==> src/hdl/assert_macros.svh <==
// ----------------------------------------------------------------------------
// assert_macros.svh
// Clocked assertion helpers. Expect clk and rst_n in the enclosing scope.
// ----------------------------------------------------------------------------
`ifndef ASSERT_MACROS_SVH
`define ASSERT_MACROS_SVH

// Same-cycle implication
`define ASSERT_IMPL(label, ante, cons, msg) \
  label: assert property (@(posedge clk) disable iff (!rst_n) (ante) |-> (cons)) \
    else $error(msg);

// Next-cycle implication
`define ASSERT_NEXT(label, ante, cons, msg) \
  label: assert property (@(posedge clk) disable iff (!rst_n) (ante) |=> (cons)) \
    else $error(msg);

`endif

==> src/hdl/atr_pkg.sv <==
// ----------------------------------------------------------------------------
// atr_pkg
// Shared types and constants of the ADTS to RTP AAC repacker.
// ----------------------------------------------------------------------------
package atr_pkg;

  // Five entries keep the input at one byte per cycle, while the output does
  // not stall, through the four AU header beats at the start of every frame.
  localparam int QUEUE_DEPTH_DEF = 5;

  localparam int CFG_IDX_W  = 2;
  localparam int CFG_DATA_W = 32;

  localparam logic [CFG_IDX_W-1:0] REG_SEQ_START = 2'd0;
  localparam logic [CFG_IDX_W-1:0] REG_TS_START  = 2'd1;
  localparam logic [CFG_IDX_W-1:0] REG_TS_STEP   = 2'd2;

  localparam logic [15:0] TS_STEP_RESET = 16'd1025;

  // Result kinds
  localparam logic [1:0] KIND_AU  = 2'd0;
  localparam logic [1:0] KIND_PAY = 2'd1;
  localparam logic [1:0] KIND_ERR = 2'd2;

  localparam logic [7:0]  SYNC_BYTE    = 8'hFF;
  localparam logic [3:0]  SYNC_NIBBLE  = 4'hF;
  localparam logic [7:0]  AU_LEN_HI    = 8'h00;
  localparam logic [7:0]  AU_LEN_LO    = 8'h10;
  localparam logic [12:0] ADTS_HDR_LEN = 13'd7;
  localparam logic [2:0]  HDR_LAST_IDX = 3'd6;
  localparam logic [1:0]  AU_LAST_BEAT = 2'd3;

  typedef enum logic [1:0] {
    PH_HEADER  = 2'd0,
    PH_PAYLOAD = 2'd1,
    PH_HALTED  = 2'd2
  } phase_t;

  typedef enum logic [1:0] {
    CMD_HDR = 2'd0,
    CMD_PAY = 2'd1,
    CMD_ERR = 2'd2
  } cmd_op_t;

  typedef struct packed {
    logic [12:0] frame_length;
    logic [1:0]  profile;
    logic [3:0]  rate_index;
    logic [2:0]  channel_config;
  } frame_info_t;

  typedef struct packed {
    cmd_op_t     op;
    logic [7:0]  data;
    logic        last;
    logic [15:0] sequence_res;
    logic [31:0] timestamp;
    frame_info_t info;
  } cmd_t;

  typedef struct packed {
    logic [1:0]  kind;
    logic [7:0]  data;
    logic        last;
    logic [15:0] sequence_res;
    logic [31:0] timestamp;
    frame_info_t info;
  } res_t;

endpackage

==> src/hdl/atr_ifs.sv <==
// ----------------------------------------------------------------------------
// atr_ifs
// Valid/ready channels of the repacker: byte input, results, register writes.
// ----------------------------------------------------------------------------
interface atr_in_if;
  logic       valid;
  logic       ready;
  logic [7:0] byte_in;

  modport source (output valid, output byte_in, input ready);
  modport sink   (input valid, input byte_in, output ready);
endinterface

interface atr_out_if;
  logic        valid;
  logic        ready;
  logic [1:0]  kind;
  logic [7:0]  data;
  logic        last;
  logic [15:0] sequence_res;
  logic [31:0] timestamp;
  logic [12:0] frame_length;
  logic [1:0]  profile;
  logic [3:0]  rate_index;
  logic [2:0]  channel_config;

  modport source (output valid, output kind, output data, output last,
                  output sequence_res, output timestamp, output frame_length,
                  output profile, output rate_index, output channel_config,
                  input ready);
  modport sink   (input valid, input kind, input data, input last,
                  input sequence_res, input timestamp, input frame_length,
                  input profile, input rate_index, input channel_config,
                  output ready);
endinterface

interface atr_cfg_if;
  import atr_pkg::*;
  logic                  valid;
  logic                  ready;
  logic [CFG_IDX_W-1:0]  index;
  logic [CFG_DATA_W-1:0] wdata;

  modport source (output valid, output index, output wdata, input ready);
  modport sink   (input valid, input index, input wdata, output ready);
endinterface

==> src/hdl/atr_queue.sv <==
// ----------------------------------------------------------------------------
// atr_queue
// Small command FIFO between the header parser and the result emitter.
// ----------------------------------------------------------------------------
module atr_queue #(
  parameter int DEPTH = atr_pkg::QUEUE_DEPTH_DEF
) (
  input  logic           clk,
  input  logic           rst_n,
  input  logic           push,
  input  atr_pkg::cmd_t  push_cmd,
  output logic           full,
  input  logic           pop,
  output atr_pkg::cmd_t  head_cmd,
  output logic           empty
);
  import atr_pkg::*;

  localparam int PTR_W = (DEPTH > 1) ? $clog2(DEPTH) : 1;
  localparam int CNT_W = $clog2(DEPTH + 1);
  localparam logic [PTR_W-1:0] PTR_LAST = PTR_W'(DEPTH - 1);
  localparam logic [CNT_W-1:0] CNT_FULL = CNT_W'(DEPTH);

  cmd_t             mem_r [DEPTH];
  logic [PTR_W-1:0] wr_ptr_r, wr_ptr_nxt;
  logic [PTR_W-1:0] rd_ptr_r, rd_ptr_nxt;
  logic [CNT_W-1:0] cnt_r, cnt_nxt;
  logic             do_push, do_pop;

  assign full     = (cnt_r == CNT_FULL);
  assign empty    = (cnt_r == '0);
  assign head_cmd = mem_r[rd_ptr_r];
  assign do_push  = push & ~full;
  assign do_pop   = pop & ~empty;

  always_comb begin
    wr_ptr_nxt = wr_ptr_r;
    rd_ptr_nxt = rd_ptr_r;
    cnt_nxt    = cnt_r;
    if (do_push) begin
      wr_ptr_nxt = (wr_ptr_r == PTR_LAST) ? '0 : wr_ptr_r + 1'b1;
    end
    if (do_pop) begin
      rd_ptr_nxt = (rd_ptr_r == PTR_LAST) ? '0 : rd_ptr_r + 1'b1;
    end
    if (do_push && !do_pop) begin
      cnt_nxt = cnt_r + 1'b1;
    end else if (do_pop && !do_push) begin
      cnt_nxt = cnt_r - 1'b1;
    end
  end

  always_ff @(posedge clk) begin
    if (!rst_n) begin
      wr_ptr_r <= '0;
      rd_ptr_r <= '0;
      cnt_r    <= '0;
    end else begin
      wr_ptr_r <= wr_ptr_nxt;
      rd_ptr_r <= rd_ptr_nxt;
      cnt_r    <= cnt_nxt;
    end
  end

  always_ff @(posedge clk) begin
    if (do_push) begin
      mem_r[wr_ptr_r] <= push_cmd;
    end
  end

endmodule

==> src/hdl/atr_front.sv <==
// ----------------------------------------------------------------------------
// atr_front
// Collects ADTS headers, checks sync and length, tracks payload bytes and the
// per-frame counters, and queues one command per result group.
// ----------------------------------------------------------------------------
`include "assert_macros.svh"

module atr_front (
  input  logic          clk,
  input  logic          rst_n,
  atr_in_if.sink        in_if,
  atr_cfg_if.sink       cfg_if,
  output logic          push,
  output atr_pkg::cmd_t push_cmd,
  input  logic          q_full
);
  import atr_pkg::*;

  phase_t      phase_r, phase_nxt;
  logic [2:0]  hcnt_r;
  logic [47:0] hdr_r;          // previous six header bytes, oldest on top
  logic [12:0] rem_r;
  frame_info_t info_r;
  logic [15:0] seq_r;
  logic [31:0] ts_r;
  logic [15:0] step_r;
  logic        any_done_r;

  logic [7:0]  h0, h1, h2, h3, h4, h5;
  logic        sync_ok, len_ok, hdr_done, last_byte, accept, cfg_wr, frame_end;
  frame_info_t parsed;

  assign h0 = hdr_r[47:40];
  assign h1 = hdr_r[39:32];
  assign h2 = hdr_r[31:24];
  assign h3 = hdr_r[23:16];
  assign h4 = hdr_r[15:8];
  assign h5 = hdr_r[7:0];

  always_comb begin
    parsed.profile        = h2[7:6];
    parsed.rate_index     = h2[5:2];
    parsed.channel_config = {h2[0], h3[7:6]};
    parsed.frame_length   = {h3[1:0], h4, h5[7:5]};
  end

  assign sync_ok   = (h0 == SYNC_BYTE) && (h1[7:4] == SYNC_NIBBLE);
  assign len_ok    = (parsed.frame_length > ADTS_HDR_LEN);
  assign in_if.ready = (phase_r == PH_HALTED) || !q_full;
  assign accept    = in_if.valid & in_if.ready;
  assign hdr_done  = (hcnt_r == HDR_LAST_IDX);
  assign last_byte = (rem_r == 13'd1);
  assign frame_end = accept && (phase_r == PH_PAYLOAD) && last_byte;
  assign cfg_if.ready = 1'b1;
  assign cfg_wr    = cfg_if.valid;

  // next state
  always_comb begin
    phase_nxt = phase_r;
    unique case (phase_r)
      PH_HEADER: begin
        if (accept && hdr_done) begin
          phase_nxt = (sync_ok && len_ok) ? PH_PAYLOAD : PH_HALTED;
        end
      end
      PH_PAYLOAD: begin
        if (accept && last_byte) begin
          phase_nxt = PH_HEADER;
        end
      end
      PH_HALTED: phase_nxt = PH_HALTED;
      default:   phase_nxt = PH_HEADER;
    endcase
  end

  // command generation
  always_comb begin
    push                  = 1'b0;
    push_cmd.op           = CMD_PAY;
    push_cmd.data         = in_if.byte_in;
    push_cmd.last         = 1'b0;
    push_cmd.sequence_res = seq_r;
    push_cmd.timestamp    = ts_r;
    push_cmd.info         = info_r;
    unique case (phase_r)
      PH_HEADER: begin
        push = accept && hdr_done;
        if (!sync_ok) begin
          push_cmd.op   = CMD_ERR;
          push_cmd.info = '0;
        end else if (!len_ok) begin
          push_cmd.op   = CMD_ERR;
          push_cmd.info = parsed;
        end else begin
          push_cmd.op   = CMD_HDR;
          push_cmd.info = parsed;
        end
      end
      PH_PAYLOAD: begin
        push          = accept;
        push_cmd.last = last_byte;
      end
      PH_HALTED: push = 1'b0;
      default:   push = 1'b0;
    endcase
  end

  always_ff @(posedge clk) begin
    if (!rst_n) begin
      phase_r    <= PH_HEADER;
      hcnt_r     <= '0;
      seq_r      <= '0;
      ts_r       <= '0;
      step_r     <= TS_STEP_RESET;
      any_done_r <= 1'b0;
    end else begin
      phase_r <= phase_nxt;
      if (accept && phase_r == PH_HEADER) begin
        hcnt_r <= hdr_done ? '0 : hcnt_r + 1'b1;
      end
      if (frame_end) begin
        seq_r      <= seq_r + 16'd1;
        ts_r       <= ts_r + {16'd0, step_r};
        any_done_r <= 1'b1;
      end
      // start registers load the counters only before the first frame ends
      if (cfg_wr) begin
        unique case (cfg_if.index)
          REG_SEQ_START: if (!any_done_r && !frame_end) seq_r <= cfg_if.wdata[15:0];
          REG_TS_START:  if (!any_done_r && !frame_end) ts_r <= cfg_if.wdata;
          REG_TS_STEP:   step_r <= cfg_if.wdata[15:0];
          default: ;
        endcase
      end
    end
  end

  always_ff @(posedge clk) begin
    if (accept && phase_r == PH_HEADER) begin
      hdr_r <= {hdr_r[39:0], in_if.byte_in};
      if (hdr_done) begin
        info_r <= sync_ok ? parsed : '0;
        rem_r  <= parsed.frame_length - ADTS_HDR_LEN;
      end
    end else if (accept && phase_r == PH_PAYLOAD) begin
      rem_r <= rem_r - 13'd1;
    end
  end

  `ASSERT_NEXT(a_halt_sticks, phase_r == PH_HALTED, phase_r == PH_HALTED,
               "repacker left halted state without reset")
  `ASSERT_IMPL(a_rem_nonzero, phase_r == PH_PAYLOAD, rem_r != 13'd0,
               "payload phase with no bytes remaining")
  `ASSERT_IMPL(a_no_push_full, push, !q_full,
               "command pushed into full queue")

endmodule

==> src/hdl/atr_back.sv <==
// ----------------------------------------------------------------------------
// atr_back
// Expands queued commands into result transfers through an output register:
// four AU header bytes per frame, payload bytes one for one, error results.
// ----------------------------------------------------------------------------
`include "assert_macros.svh"

module atr_back (
  input  logic          clk,
  input  logic          rst_n,
  input  atr_pkg::cmd_t head_cmd,
  input  logic          q_empty,
  output logic          pop,
  atr_out_if.source     out_if
);
  import atr_pkg::*;

  logic        out_valid_r;
  res_t        res_r, res_nxt;
  logic [1:0]  beat_r;
  logic        load_en, take;
  logic [12:0] size;

  assign load_en = !out_valid_r || out_if.ready;
  assign take    = load_en && !q_empty;
  assign size    = head_cmd.info.frame_length - ADTS_HDR_LEN;
  assign pop     = take && ((head_cmd.op != CMD_HDR) || (beat_r == AU_LAST_BEAT));

  always_comb begin
    res_nxt.sequence_res = head_cmd.sequence_res;
    res_nxt.timestamp    = head_cmd.timestamp;
    res_nxt.info         = head_cmd.info;
    res_nxt.kind         = KIND_PAY;
    res_nxt.data         = head_cmd.data;
    res_nxt.last         = head_cmd.last;
    unique case (head_cmd.op)
      CMD_HDR: begin
        res_nxt.kind = KIND_AU;
        res_nxt.last = 1'b0;
        unique case (beat_r)
          2'd0:    res_nxt.data = AU_LEN_HI;
          2'd1:    res_nxt.data = AU_LEN_LO;
          2'd2:    res_nxt.data = size[12:5];
          default: res_nxt.data = {size[4:0], 3'b000};
        endcase
      end
      CMD_PAY: res_nxt.kind = KIND_PAY;
      CMD_ERR: begin
        res_nxt.kind = KIND_ERR;
        res_nxt.data = '0;
        res_nxt.last = 1'b1;
      end
      default: res_nxt.kind = KIND_ERR;
    endcase
  end

  always_ff @(posedge clk) begin
    if (!rst_n) begin
      out_valid_r <= 1'b0;
      beat_r      <= '0;
    end else begin
      if (take) begin
        out_valid_r <= 1'b1;
        beat_r      <= pop ? '0 : beat_r + 1'b1;
      end else if (out_if.ready) begin
        out_valid_r <= 1'b0;
      end
    end
  end

  always_ff @(posedge clk) begin
    if (take) begin
      res_r <= res_nxt;
    end
  end

  assign out_if.valid          = out_valid_r;
  assign out_if.kind           = res_r.kind;
  assign out_if.data           = res_r.data;
  assign out_if.last           = res_r.last;
  assign out_if.sequence_res   = res_r.sequence_res;
  assign out_if.timestamp      = res_r.timestamp;
  assign out_if.frame_length   = res_r.info.frame_length;
  assign out_if.profile        = res_r.info.profile;
  assign out_if.rate_index     = res_r.info.rate_index;
  assign out_if.channel_config = res_r.info.channel_config;

  `ASSERT_IMPL(a_beat_hdr_only, beat_r != 2'd0, !q_empty && head_cmd.op == CMD_HDR,
               "AU header beat in progress without header command")
  `ASSERT_NEXT(a_take_valid, take, out_valid_r,
               "loaded result not presented")
  `ASSERT_NEXT(a_stall_holds, out_valid_r && !out_if.ready, out_valid_r,
               "stalled result dropped")

endmodule

==> src/hdl/adts_to_rtp_aac_repacker_unit.sv <==
// ----------------------------------------------------------------------------
// adts_to_rtp_aac_repacker_unit
// ADTS AAC byte stream to RFC 3640 AU header plus payload byte stream.
// ----------------------------------------------------------------------------
// The unit takes one stream byte per cycle while its command queue has room.
// The seventh header byte of a good frame yields four AU header result
// transfers; every payload byte yields one result. A byte's command is
// written to the command queue, and its first result is then loaded into
// the output register, which presents it on the output. Sustained input
// rate is one byte per cycle while the output does not stall: the four AU
// header beats are absorbed by the queue (QUEUE_DEPTH entries, at least five
// needed) and drained during the seven header bytes of the next frame. After
// a sync or length error one error result is produced and further bytes are
// accepted and discarded until reset. Register writes are always accepted;
// the start registers load the counters only before the first frame ends.
module adts_to_rtp_aac_repacker_unit #(
  parameter int QUEUE_DEPTH = atr_pkg::QUEUE_DEPTH_DEF
) (
  input  logic      clk,
  input  logic      rst_n,
  atr_in_if.sink    in_if,
  atr_out_if.source out_if,
  atr_cfg_if.sink   cfg_if
);
  import atr_pkg::*;

  logic push, q_full, pop, q_empty;
  cmd_t push_cmd, head_cmd;

  atr_front u_front (
    .clk      (clk),
    .rst_n    (rst_n),
    .in_if    (in_if),
    .cfg_if   (cfg_if),
    .push     (push),
    .push_cmd (push_cmd),
    .q_full   (q_full)
  );

  atr_queue #(
    .DEPTH (QUEUE_DEPTH)
  ) u_queue (
    .clk      (clk),
    .rst_n    (rst_n),
    .push     (push),
    .push_cmd (push_cmd),
    .full     (q_full),
    .pop      (pop),
    .head_cmd (head_cmd),
    .empty    (q_empty)
  );

  atr_back u_back (
    .clk      (clk),
    .rst_n    (rst_n),
    .head_cmd (head_cmd),
    .q_empty  (q_empty),
    .pop      (pop),
    .out_if   (out_if)
  );

endmodule
==> src/flat_wrapper.sv <==
// flat-port wrapper written by rule: the top's interface ports become plain ports
module adts_to_rtp_aac_repacker_unit_flat import atr_pkg::*;
#(
  parameter int QUEUE_DEPTH = atr_pkg::QUEUE_DEPTH_DEF
)
  (clk, rst_n, in_if_valid, in_if_byte_in, in_if_ready, out_if_valid, out_if_kind, out_if_data, out_if_last, out_if_sequence_res, out_if_timestamp, out_if_frame_length, out_if_profile, out_if_rate_index, out_if_channel_config, out_if_ready, cfg_if_valid, cfg_if_index, cfg_if_wdata, cfg_if_ready);
  atr_in_if in_if_i ();
  atr_out_if out_if_i ();
  atr_cfg_if cfg_if_i ();
  input  logic clk;
  input  logic rst_n;
  input wire logic [$bits(in_if_i.valid)-1:0] in_if_valid;
  input wire logic [$bits(in_if_i.byte_in)-1:0] in_if_byte_in;
  output wire logic [$bits(in_if_i.ready)-1:0] in_if_ready;
  output wire logic [$bits(out_if_i.valid)-1:0] out_if_valid;
  output wire logic [$bits(out_if_i.kind)-1:0] out_if_kind;
  output wire logic [$bits(out_if_i.data)-1:0] out_if_data;
  output wire logic [$bits(out_if_i.last)-1:0] out_if_last;
  output wire logic [$bits(out_if_i.sequence_res)-1:0] out_if_sequence_res;
  output wire logic [$bits(out_if_i.timestamp)-1:0] out_if_timestamp;
  output wire logic [$bits(out_if_i.frame_length)-1:0] out_if_frame_length;
  output wire logic [$bits(out_if_i.profile)-1:0] out_if_profile;
  output wire logic [$bits(out_if_i.rate_index)-1:0] out_if_rate_index;
  output wire logic [$bits(out_if_i.channel_config)-1:0] out_if_channel_config;
  input wire logic [$bits(out_if_i.ready)-1:0] out_if_ready;
  input wire logic [$bits(cfg_if_i.valid)-1:0] cfg_if_valid;
  input wire logic [$bits(cfg_if_i.index)-1:0] cfg_if_index;
  input wire logic [$bits(cfg_if_i.wdata)-1:0] cfg_if_wdata;
  output wire logic [$bits(cfg_if_i.ready)-1:0] cfg_if_ready;
  assign in_if_i.valid = in_if_valid;
  assign in_if_i.byte_in = in_if_byte_in;
  assign in_if_ready = in_if_i.ready;
  assign out_if_valid = out_if_i.valid;
  assign out_if_kind = out_if_i.kind;
  assign out_if_data = out_if_i.data;
  assign out_if_last = out_if_i.last;
  assign out_if_sequence_res = out_if_i.sequence_res;
  assign out_if_timestamp = out_if_i.timestamp;
  assign out_if_frame_length = out_if_i.frame_length;
  assign out_if_profile = out_if_i.profile;
  assign out_if_rate_index = out_if_i.rate_index;
  assign out_if_channel_config = out_if_i.channel_config;
  assign out_if_i.ready = out_if_ready;
  assign cfg_if_i.valid = cfg_if_valid;
  assign cfg_if_i.index = cfg_if_index;
  assign cfg_if_i.wdata = cfg_if_wdata;
  assign cfg_if_ready = cfg_if_i.ready;
  adts_to_rtp_aac_repacker_unit #(.QUEUE_DEPTH(QUEUE_DEPTH)) u_core (.clk(clk), .rst_n(rst_n), .in_if(in_if_i), .out_if(out_if_i), .cfg_if(cfg_if_i));
endmodule
==> config.mk <==
export PLATFORM = sky130hd
export DESIGN_NAME = adts_to_rtp_aac_repacker_unit_flat
export DESIGN_NICKNAME = d
export VERILOG_FILES = /design/src/hdl/atr_pkg.sv /design/src/hdl/atr_ifs.sv /design/src/hdl/atr_queue.sv /design/src/hdl/atr_front.sv /design/src/hdl/atr_back.sv /design/src/hdl/adts_to_rtp_aac_repacker_unit.sv /design/src/flat_wrapper.sv
export VERILOG_INCLUDE_DIRS = /design/src /design/src/hdl
export SDC_FILE = /design/constraint.sdc
export NUM_CORES = 1
export LEC_CHECK = 0
export CAP_MARGIN = 0
export CORE_MARGIN = 2
export CORE_UTILIZATION = 43
export DETAILED_ROUTE_END_ITERATION = 16
export DONT_BUFFER_PORTS = 1
export HOLD_SLACK_MARGIN = 0.05
export MAX_ROUTING_LAYER = met4
export PLACE_DENSITY_LB_ADDON = 0.12
export SYNTH_ARGS = -nofsm -noshare
export SYNTH_HDL_FRONTEND = slang
export SYNTH_SLANG_ARGS = --single-unit
==> constraint.sdc <==
create_clock -name clk -period 19.4 [get_ports clk]
set_clock_uncertainty 0.05 [all_clocks]
set_input_delay 0 -clock clk [delete_from_list [all_inputs] [get_ports clk]]
set_output_delay 0 -clock clk [all_outputs]
set_load 0.01 [all_outputs]
==> out/qor.csv, run 1 <==
stage,metric,value,unit
clock_tree,cts_root_buf,clkbuf_16,
clock_tree,htree_levels,3,
cells_and_area,area_growth,14.9,%
sta,layout_min_cycle_time,4.27,ns
clock_tree,cts_resized,0,
route,drtAntennaViolNets,0,
synthesis,yosysSeqAreaShare,71.2,%
synthesis,synth.net_count,1822,
cells_and_area,design.final.nets,1921,
clock_tree,cts_buffers,70,
synthesis,synth_cell_types,79,
sta,fmax,0.234,GHz
sta,whs,0.0986,ns
synthesis,ys.flop_type,edfxtp_1,
power,peakVddDrop,0.0000539,V
clock_tree,cts_setup_buffers,0,
hold_path,hp-class,in -> reg,
die,die_h,252,um
clock_tree,clkTransAtPathRegs,0.06,ns
worst_setup_path,crit_arrival,4.72,ns
die,fp.dieW,252,um
synthesis,ys_ff_latch,654,
global_routing,antenna_found_initial,3,
placed_design,port_buffers,0,
route,vias,14600,
route,wl_per_cell,22.5,um
sta,worst_pin_slew,1.09,ns
clock_tree,clk_path_buf_depth,3,
worst_setup_path,path_cells,"mux4_2, mux2i_2, and2b_1, nand2b_1, nand2_1, ha_1, inv_1, fa_1, xor2_1, or3_1, a21boi_0",
synthesis,synth-xor-area-share,2.19,%
job,maxCapViolCount,0,
global_routing,gr-total-overflow,0,
worst_setup_path,cp_top_family,multiplexers,
die,fp-row-count,90,
clock_tree,worstSkewPairLatency,0.59,ns
die,start_util,43.6,%
global_routing,grt_max_degree,90,
power,p_per_area,117,nW/um^2
sta,slew_violations,0,
synthesis,async_reset_ff_share,0,%
clock_tree,holdBufCountCts,78,
route,via_per_inst,5.46,
global_routing,gr-usage-all-layers,19.9,%
worst_setup_path,worstPathRequired,19.85,ns
route,dr.pass1.iters,5,
synthesis,syn_inst,1744,
sta,setup_violations,0,
status,status,finished clean,
sta,rsz0062_at_grt,no,
synthesis,synthAdderAreaFrac,1.53,%
die,core-area,60500,sq um
synthesis,synth-compound-area-share,5.57,%
route,drtIter0Drc,1096,
sta,relSlewSlack,27.6,%
die,io_pins,131,
synthesis,synthSimpleGateAreaFrac,9.59,%
worst_setup_path,setup.worst_path.end_class,flop,
worst_setup_path,critPathLaunchType,flop,
worst_setup_path,slowest_stage,dfxtp_4,
synthesis,synth_area,26400,sq um
synthesis,avgSynthCellArea,15.1,sq um
worst_setup_path,crit_type,reg -> reg,
synthesis,synth_edf_count,569,
sta,timing.final.crit_share,22.0,%
global_routing,first_global_vias,14800,
worst_setup_path,crit_buf_inv,1,
cells_and_area,drive_above_1_share,12.9,%
die,die_area,63400,sq um
clock_tree,clock_sinks,654,
power,p_leak,10.4,nW
clock_tree,cts_tree,done,
sta,tns,0,ns
synthesis,synth_top_family_by_area,simple AND/OR/NAND/NOR gates,
synthesis,synthMuxAreaShare,8.38,%
route,drt_wl_total,60400,um
placed_design,hpwl,35400,um
sta,finalHoldViolations,0,
worst_setup_path,slowest_delay,0.98,ns
route,drc,0,
placed_design,gp_congestion,0.763,
synthesis,yosys_warnings,0,
worst_setup_path,rrSetupSlack,15.13,ns
global_routing,grt_pass1_wl,92000,um
worst_setup_path,worstPathMaxFanout,45,
hold_path,hold_start,cfg_if_index[1],
## where the power goes
group / total [W] / internal (W) / switching [W]
combinational: 0.000398 / 0.000169 / 0.000230
sequential: 0.00183 / 0.00169 / 0.000140
clock: 0.00132 / 0.000785 / 0.000534
total: 0.00355 / 0.00264 / 0.000904
## cells in the mapped netlist (12+ instances only)
library cell	number	area, sq um
nand2_1	306	1150
clkbuf_1	48	180
inv_1	24	90.1
mux2_2	26	293
a21oi_1	49	245
nor2b_1	12	75.1
and2_1	30	188
xor2_1	32	280
buf_2	16	80.1
ha_1	29	363
a21boi_0	25	188
o21ai_0	58	290
nor2_1	58	218
nand4_1	22	138
and3_1	12	75.1
edfxtp_1	569	17100
nor3_1	16	80.1
mux2i_1	23	230
nand3_1	34	170
dfxtp_1	85	1700
o211a_1	15	150
xnor2_1	34	298
mux4_2	73	1640
## stage by stage
step	std cells	setup slack (ns)	power, W	utilization, %	area (sq um)
2_1_floorplan	1744	9.80	0.00211	-	26400
3_3_place_gp	2475	15.14	0.00224	45.1	27300
3_5_place_dp	2475	15.09	0.00225	45.1	27300
4_1_cts	2676	15.06	0.00359	50.1	30300
5_1_grt	2678	14.78	0.00369	50.1	30300
6_report	2678	15.13	0.00355	50.1	30300
## registers in the layout, indices dropped and copies added, names as in the netlist, 2 cells and up, named ones only
name / cells
u_core.u_queue.mem_r: 405
u_core.u_front.hdr_r: 48
u_core.u_back.out_if.timestamp: 32
u_core.u_front.ts_r: 32
u_core.u_front.info_r: 22
u_core.u_back.out_if.sequence_res: 16
u_core.u_front.seq_r: 16
u_core.u_front.step_r: 16
u_core.u_back.out_if.frame_length: 13
u_core.u_front.rem_r: 13
u_core.u_back.out_if.data: 8
u_core.u_back.out_if.rate_index: 4
u_core.u_back.out_if.channel_config: 3
u_core.u_front.hcnt_r: 3
u_core.u_queue.cnt_r: 3
u_core.u_queue.rd_ptr_r: 3
u_core.u_queue.wr_ptr_r: 3
u_core.u_back.beat_r: 2
u_core.u_back.out_if.kind: 2
u_core.u_back.out_if.profile: 2
u_core.u_front.phase_r: 2
## layer usage
| metal | GRT usage [%] | up-vias | routed length (um) | part of all wire (%) |
|---|---|---|---|---|
| met3 | 3.51 | 82 | 2900 | 4.8 |
| met4 | 5.85 | 0 | 1160 | 1.9 |
| li1 | - | 6803 | - | - |
| met2 | 29.2 | 323 | 27300 | 45 |
| met1 | 28.4 | 7417 | 29000 | 48 |
| met5 | - | - | 0 | 0 |
## tightest hold or removal path: stages
cell and delay (ns):
nor2_1 0.04, nand3_1 0.09, buf_4 0.28, nand2_1 0.09, nand3_1 0.08, and3_1 0.14
## area by class of cell
class | instances | area [sq um]
antenna | 2 | 5.00
clock buffer | 92 | 1910
clock inverter | 31 | 334
fill | 4947 | 30200
inverter | 25 | 97.6
multi-input combinational | 991 | 7230
sequential | 654 | 18800
tap | 782 | 978
timing repair buffer | 101 | 971
## placed cells by master (no fill, tap or decap), types with 23 or more instances in the layout
master	instances
nor2_1	55
ha_1	29
and2_1	30
a21oi_1	49
nand2_1	306
xnor2_1	34
mux2_2	26
xor2_1	32
mux4_2	73
dlygate4sd3_1	77
dfxtp_1	82
buf_4	23
clkbuf_16	73
o21ai_0	58
mux2i_1	23
nand3_1	34
a21boi_0	25
edfxtp_1	569
## logic make-up after synthesis
logic type,Yosys count
compound gates,223
xor+xnor,66
fa+ha+maj,31
buf+inv,99
flops,654
mux,125
other cells,1
simple gates,545
## worst paths after layout
check             cells after the start                       end
setup / recovery                     11   u_core.u_queue.cnt_r[2]
hold / removal                        6    u_core.u_front.ts_r[2]
setup reg to reg                     11   u_core.u_queue.cnt_r[2]
hold reg to reg                       0  u_core.u_front.hdr_r[11]
Power figures use the tool's default switching activity.
==> inputs of run 2 (changes only) <==
==> constraint.sdc (replaced) <==
create_clock -name clk -period 4.15 [get_ports clk]
set_clock_uncertainty 0.05 [all_clocks]
set_input_delay 0 -clock clk [delete_from_list [all_inputs] [get_ports clk]]
set_output_delay 0 -clock clk [all_outputs]
set_load 0.01 [all_outputs]
==> out/qor.csv, run 2 (synthesis results as in run 1) <==
stage,metric,value,unit
die,io_pins,131,
power,p_total,0.0167,W
die,die_h,252,um
job,maxCapViolCount,0,
die,die_area,63400,sq um
sta,finalHoldViolations,0,
route,drc,0,
route,drtIter0Drc,1054,
route,drt_wl_total,59800,um
hold_path,hp-class,in -> reg,
worst_setup_path,worstPathRequired,4.65,ns
placed_design,gp_congestion,0.798,
worst_setup_path,worstPathMaxFanout,32,
route,vias,14600,
die,start_util,43.6,%
clock_tree,cts_root_buf,clkbuf_16,
cells_and_area,largest_register_ff_count,405,
cells_and_area,final_cell_mix,"edfxtp_1 (569), nand2_1 (305), dfxtp_1 (79)",
worst_setup_path,path_cells,"nor4_2, nand3_1, or3_4, buf_4, nand4b_1, buf_4, o21ai_0, dlygate4sd3_1, a21oi_1, dlygate4sd3_1",
sta,worst_pin_slew,1.16,ns
placed_design,place_ws,0.912,ns
worst_setup_path,r2r-start,u_core.u_front.rem_r[10],
global_routing,gr-total-overflow,0,
route,dr.pass1.iters,5,
die,core-area,60500,sq um
clock_tree,worstSkewPairLatency,0.61,ns
route,wl_per_cell,22.3,um
cells_and_area,reg_top3,"u_core.u_queue.mem_r (405), u_core.u_front.hdr_r (48)",
die,fp-row-count,90,
cells_and_area,area_growth,15.1,%
worst_setup_path,crit_type,reg -> reg,
worst_setup_path,slowest_stage,dlygate4sd3_1,
cells_and_area,drive_above_1_share,13.9,%
worst_setup_path,crit_start,u_core.u_front.rem_r[10],
cells_and_area,top_register,u_core.u_queue.mem_r,
global_routing,gr-usage-all-layers,19.7,%
sta,timing.final.crit_share,91.7,%
placed_design,placed_area,27400,sq um
global_routing,first_global_vias,14800,
hold_path,hold_start,cfg_if_wdata[28],
placed_design,port_buffers,0,
status,status,finished clean,
clock_tree,cts_tree,done,
cells_and_area,instances_no_fill,2679,
clock_tree,clock_sinks,654,
sta,rsz0062_at_grt,no,
global_routing,antenna_found_initial,3,
clock_tree,cts_buffers,72,
power,peakVddDrop,0.000332,V
power,p_per_area,548,nW/um^2
sta,setup_violations,0,
worst_setup_path,crit_arrival,4.30,ns
sta,fmax,0.263,GHz
route,drtAntennaViolNets,0,
global_routing,grt_max_degree,90,
global_routing,grt_pass1_wl,91600,um
worst_setup_path,slowest_delay,0.58,ns
route,via_per_inst,5.46,
clock_tree,clk_path_buf_depth,3,
cells_and_area,fin_area,30400,sq um
cells_and_area,final_common_cell,edfxtp_1,
worst_setup_path,critPathLaunchType,flop,
sta,layout_min_cycle_time,3.80,ns
sta,slew_violations,0,
sta,fin_ws,0.346,ns
sta,whs,0.0800,ns
clock_tree,htree_levels,3,
placed_design,hpwl,35200,um
worst_setup_path,setup.worst_path.end_class,flop,
cells_and_area,design.final.nets,1918,
sta,relSlewSlack,22.1,%
die,fp.dieW,252,um
placed_design,dp.cells,2483,
clock_tree,clkTransAtPathRegs,0.06,ns
power,p_leak,10.5,nW
## run 2: changes by cell type in the layout (fill, tap and decap cells not counted), moves of 4 or more
cell,change
buf_12,+5
clkinvlp_4,-4
inv_6,+4
dlygate4sd3_1,-13
clkinv_2,+6
## run 2: area by class of cell
type | count | area [sq um]
fillers | 5022 | 30100
flip-flops and latches | 654 | 18800
multi-input cells | 991 | 7260
clock buffers | 89 | 1890
well taps | 782 | 978
repair buffers | 96 | 963
clock inverters | 38 | 394
inverters | 25 | 97.6
diodes | 4 | 10.0
## run 2: worst max-delay path: cells and delay by family (launching register included)
kind                   cells  cell delay, ns
AOI/OAI and AO/OA          2            0.23
buffers and inverters      4            1.67
DFF                        1            0.44
and+or+nand+nor            4            1.37
## run 2: worst paths after layout
path                            depth (start not counted)  slack [ns]                       end
worst min register to register                          0        0.37  u_core.u_front.hdr_r[40]
worst max register to register                         10        0.35  u_core.u_front.seq_r[14]
worst max-delay path                                   10        0.35  u_core.u_front.seq_r[14]
worst min-delay path                                    3        0.08   u_core.u_front.ts_r[28]
## run 2: layer usage
layer | global-route usage, % | routed length, um
met3 | 3.88 | 3060
met2 | 28.9 | 27000
met1 | 28.3 | 28600
met4 | 5.34 | 1130
met5 | - | 0
## run 2: timing repair
action,in CTS,in global routing
gates resized for setup,0,2
endpoints found under the setup margin,0,1
buffers inserted,0,0
hold buffers,65,0
endpoints found under the hold margin,139,0
## run 2: per-stage QoR
stage | setup TNS (ns) | utilization (%)
floorplan | -8.13 | -
CTS | 0 | 50.2
finish | 0 | 50.3
global route | 0 | 50.3
detailed placement | 0 | 45.3
global placement | 0 | 45.3
## run 2: where the power goes
part	total [W]	leakage [nW]	internal, W	switching, W
combinational	0.00201	3.34	0.000800	0.00121
clock	0.00624	1.12	0.00372	0.00252
sequential	0.00841	6.00	0.00790	0.000512
==> inputs of run 3 (changes only) <==
==> constraint.sdc (replaced) <==
create_clock -name clk -period 3.05 [get_ports clk]
set_clock_uncertainty 0.05 [all_clocks]
set_input_delay 0 -clock clk [delete_from_list [all_inputs] [get_ports clk]]
set_output_delay 0 -clock clk [all_outputs]
set_load 0.01 [all_outputs]
==> out/qor.csv, run 3 (synthesis results as in run 1) <==
stage,metric,value,unit
clock_tree,cts_buffers,71,
clock_tree,cts_tree,done,
worst_setup_path,path_cells,"buf_4, mux2i_1, a2bb2oi_1, a21boi_0, ha_1, nand2_1, and2_1, a21oi_1, o211a_1, o21ai_1",
worst_setup_path,slowest_delay,0.39,ns
worst_setup_path,setup.worst_path.end_class,flop,
placed_design,gp_congestion,0.797,
placed_design,port_buffers,0,
die,fp-row-count,90,
clock_tree,clk_path_buf_depth,3,
clock_tree,htree_levels,3,
die,start_util,43.6,%
global_routing,grt_max_degree,90,
sta,finalHoldViolations,0,
route,wl_per_cell,22.5,um
sta,relSlewSlack,39.2,%
global_routing,grt_pass1_wl,92900,um
die,die_area,63400,sq um
sta,fin_ws,0.196,ns
sta,worst_pin_slew,0.913,ns
worst_setup_path,worstPathRequired,3.33,ns
worst_setup_path,crit_path_end,u_core.u_back.out_if.data[7],
cells_and_area,largest_register_ff_count,405,
worst_setup_path,worstPathMaxFanout,26,
die,die_h,252,um
power,p_total,0.0226,W
worst_setup_path,critPathLaunchType,flop,
sta,rsz0062_at_grt,no,
sta,timing.final.crit_share,93.6,%
clock_tree,clkTransAtPathRegs,0.06,ns
global_routing,first_global_vias,15000,
sta,fmax,0.350,GHz
worst_setup_path,worst-path-stages,10,
worst_setup_path,rrSetupSlack,0.20,ns
route,drtAntennaViolNets,0,
power,peakVddDrop,0.000496,V
die,io_pins,131,
worst_setup_path,crit_type,reg -> reg,
cells_and_area,reg_top3,"u_core.u_queue.mem_r (405), u_core.u_front.hdr_r (48)",
clock_tree,cts_root_buf,clkbuf_16,
cells_and_area,design.final.nets,1943,
worst_setup_path,r2r-end,u_core.u_back.out_if.data[7],
placed_design,dp.cells,2515,
worst_setup_path,crit_buf_inv,1,
sta,slew_violations,0,
route,drc,0,
global_routing,antenna_found_initial,8,
route,via_per_inst,5.49,
hold_path,hold_start,cfg_if_wdata[25],
worst_setup_path,crit_arrival,3.13,ns
cells_and_area,fin_util,50.6,%
clock_tree,cts_setup_buffers,0,
global_routing,gr-usage-all-layers,20.0,%
cells_and_area,top_register,u_core.u_queue.mem_r,
cells_and_area,final_common_cell,edfxtp_1,
sta,setup_violations,0,
clock_tree,clock_sinks,654,
die,core-area,60500,sq um
cells_and_area,instances_no_fill,2708,
cells_and_area,drive_above_1_share,15.4,%
route,dr.pass1.iters,5,
die,fp.dieW,252,um
worst_setup_path,reg2regPathDepth,10,
route,drtIter0Drc,1170,
route,vias,14900,
power,p_leak,10.6,nW
job,maxCapViolCount,0,
power,p_per_area,738,nW/um^2
route,drt_wl_total,60900,um
status,status,finished clean,
cells_and_area,n_fill_cell,5028,
cells_and_area,final_cell_mix,"edfxtp_1 (569), nand2_1 (304), dfxtp_1 (79)",
global_routing,gr-total-overflow,0,
clock_tree,worstSkewPairLatency,0.60,ns
cells_and_area,area_growth,16.0,%
hold_path,hp-class,in -> reg,
worst_setup_path,cp_top_family,compound AO/OA/AOI/OAI gates,
worst_setup_path,slowest_stage,buf_4,
placed_design,place_ws,0.0431,ns
sta,layout_min_cycle_time,2.85,ns
placed_design,hpwl,37200,um
-- run 3: cell types whose count changed in the layout (fill, tap and decap cells not counted), sizes merged --
cell | previous run | this run
clkinv | 26 | 23
bufinv | 8 | 4
diode | 4 | 7
clkbuf | 89 | 97
inv | 28 | 26
clkinvlp | 1 | 2
dlygate4sd3 | 64 | 58
buf | 32 | 64
-- run 3: area by class of cell --
class / instances / area [sq um] / share of cell area (%)
sequential: 654 / 18800 / 61.4
timing repair buffer: 122 / 1200 / 3.91
multi-input combinational: 991 / 7300 / 23.8
antenna: 7 / 17.5 / 0.0572
tap: 782 / 978 / 3.19
clock inverter: 30 / 246 / 0.805
inverter: 25 / 98.8 / 0.323
clock buffer: 97 / 1990 / 6.50
-- run 3: where the power goes --
| part | leakage (nW) | internal, W | switching [W] |
|---|---|---|---|
| sequential | 6.00 | 0.0107 | 0.000720 |
| combinational | 3.49 | 0.00118 | 0.00167 |
| clock | 1.09 | 0.00490 | 0.00339 |
-- run 3: routing by layer --
layer | share of wire [%] | vias up | global-route usage [%] | routed length (um)
met5 | 0 | - | - | 0
met4 | 1.7 | 0 | 5.22 | 1050
met1 | 48 | 7558 | 28.8 | 29000
met3 | 5.3 | 78 | 3.55 | 3220
met2 | 45 | 369 | 29.6 | 27600
li1 | - | 6862 | - | -
-- run 3: worst min-delay path: stages --
cell           delay, ns
dlygate4sd3_1       0.54
o21ai_0             0.08
a21oi_1             0.10
-- run 3: through the flow --
stage	hold slack [ns]	setup TNS, ns	instance area [sq um]
after floorplan	0.0489	-208.29	26500
after global routing	0.132	0	30600
after CTS	0.0982	0	30600
after detailed placement	0.0462	0	27700
final	0.122	0	30600
after global placement	0.0431	0	27700
-- run 3: worst min-delay path by stage --
stage,end,slack (ns),cells after the start
after CTS,u_core.u_front.ts_r[25],0.1,3
final,u_core.u_front.ts_r[25],0.12,3
after global placement,u_core.u_front.step_r[10],0.04,1
after global routing,u_core.u_front.ts_r[30],0.13,3
after detailed placement,u_core.u_front.step_r[10],0.05,1
after floorplan,u_core.u_front.hdr_r[0],0.05,0
-- run 3: timing repair --
item / CTS / global route
endpoints found under the hold margin: 133 / 0
gates resized for setup: 0 / 10
hold buffers: 59 / 0
endpoints found under the setup margin: 0 / 15
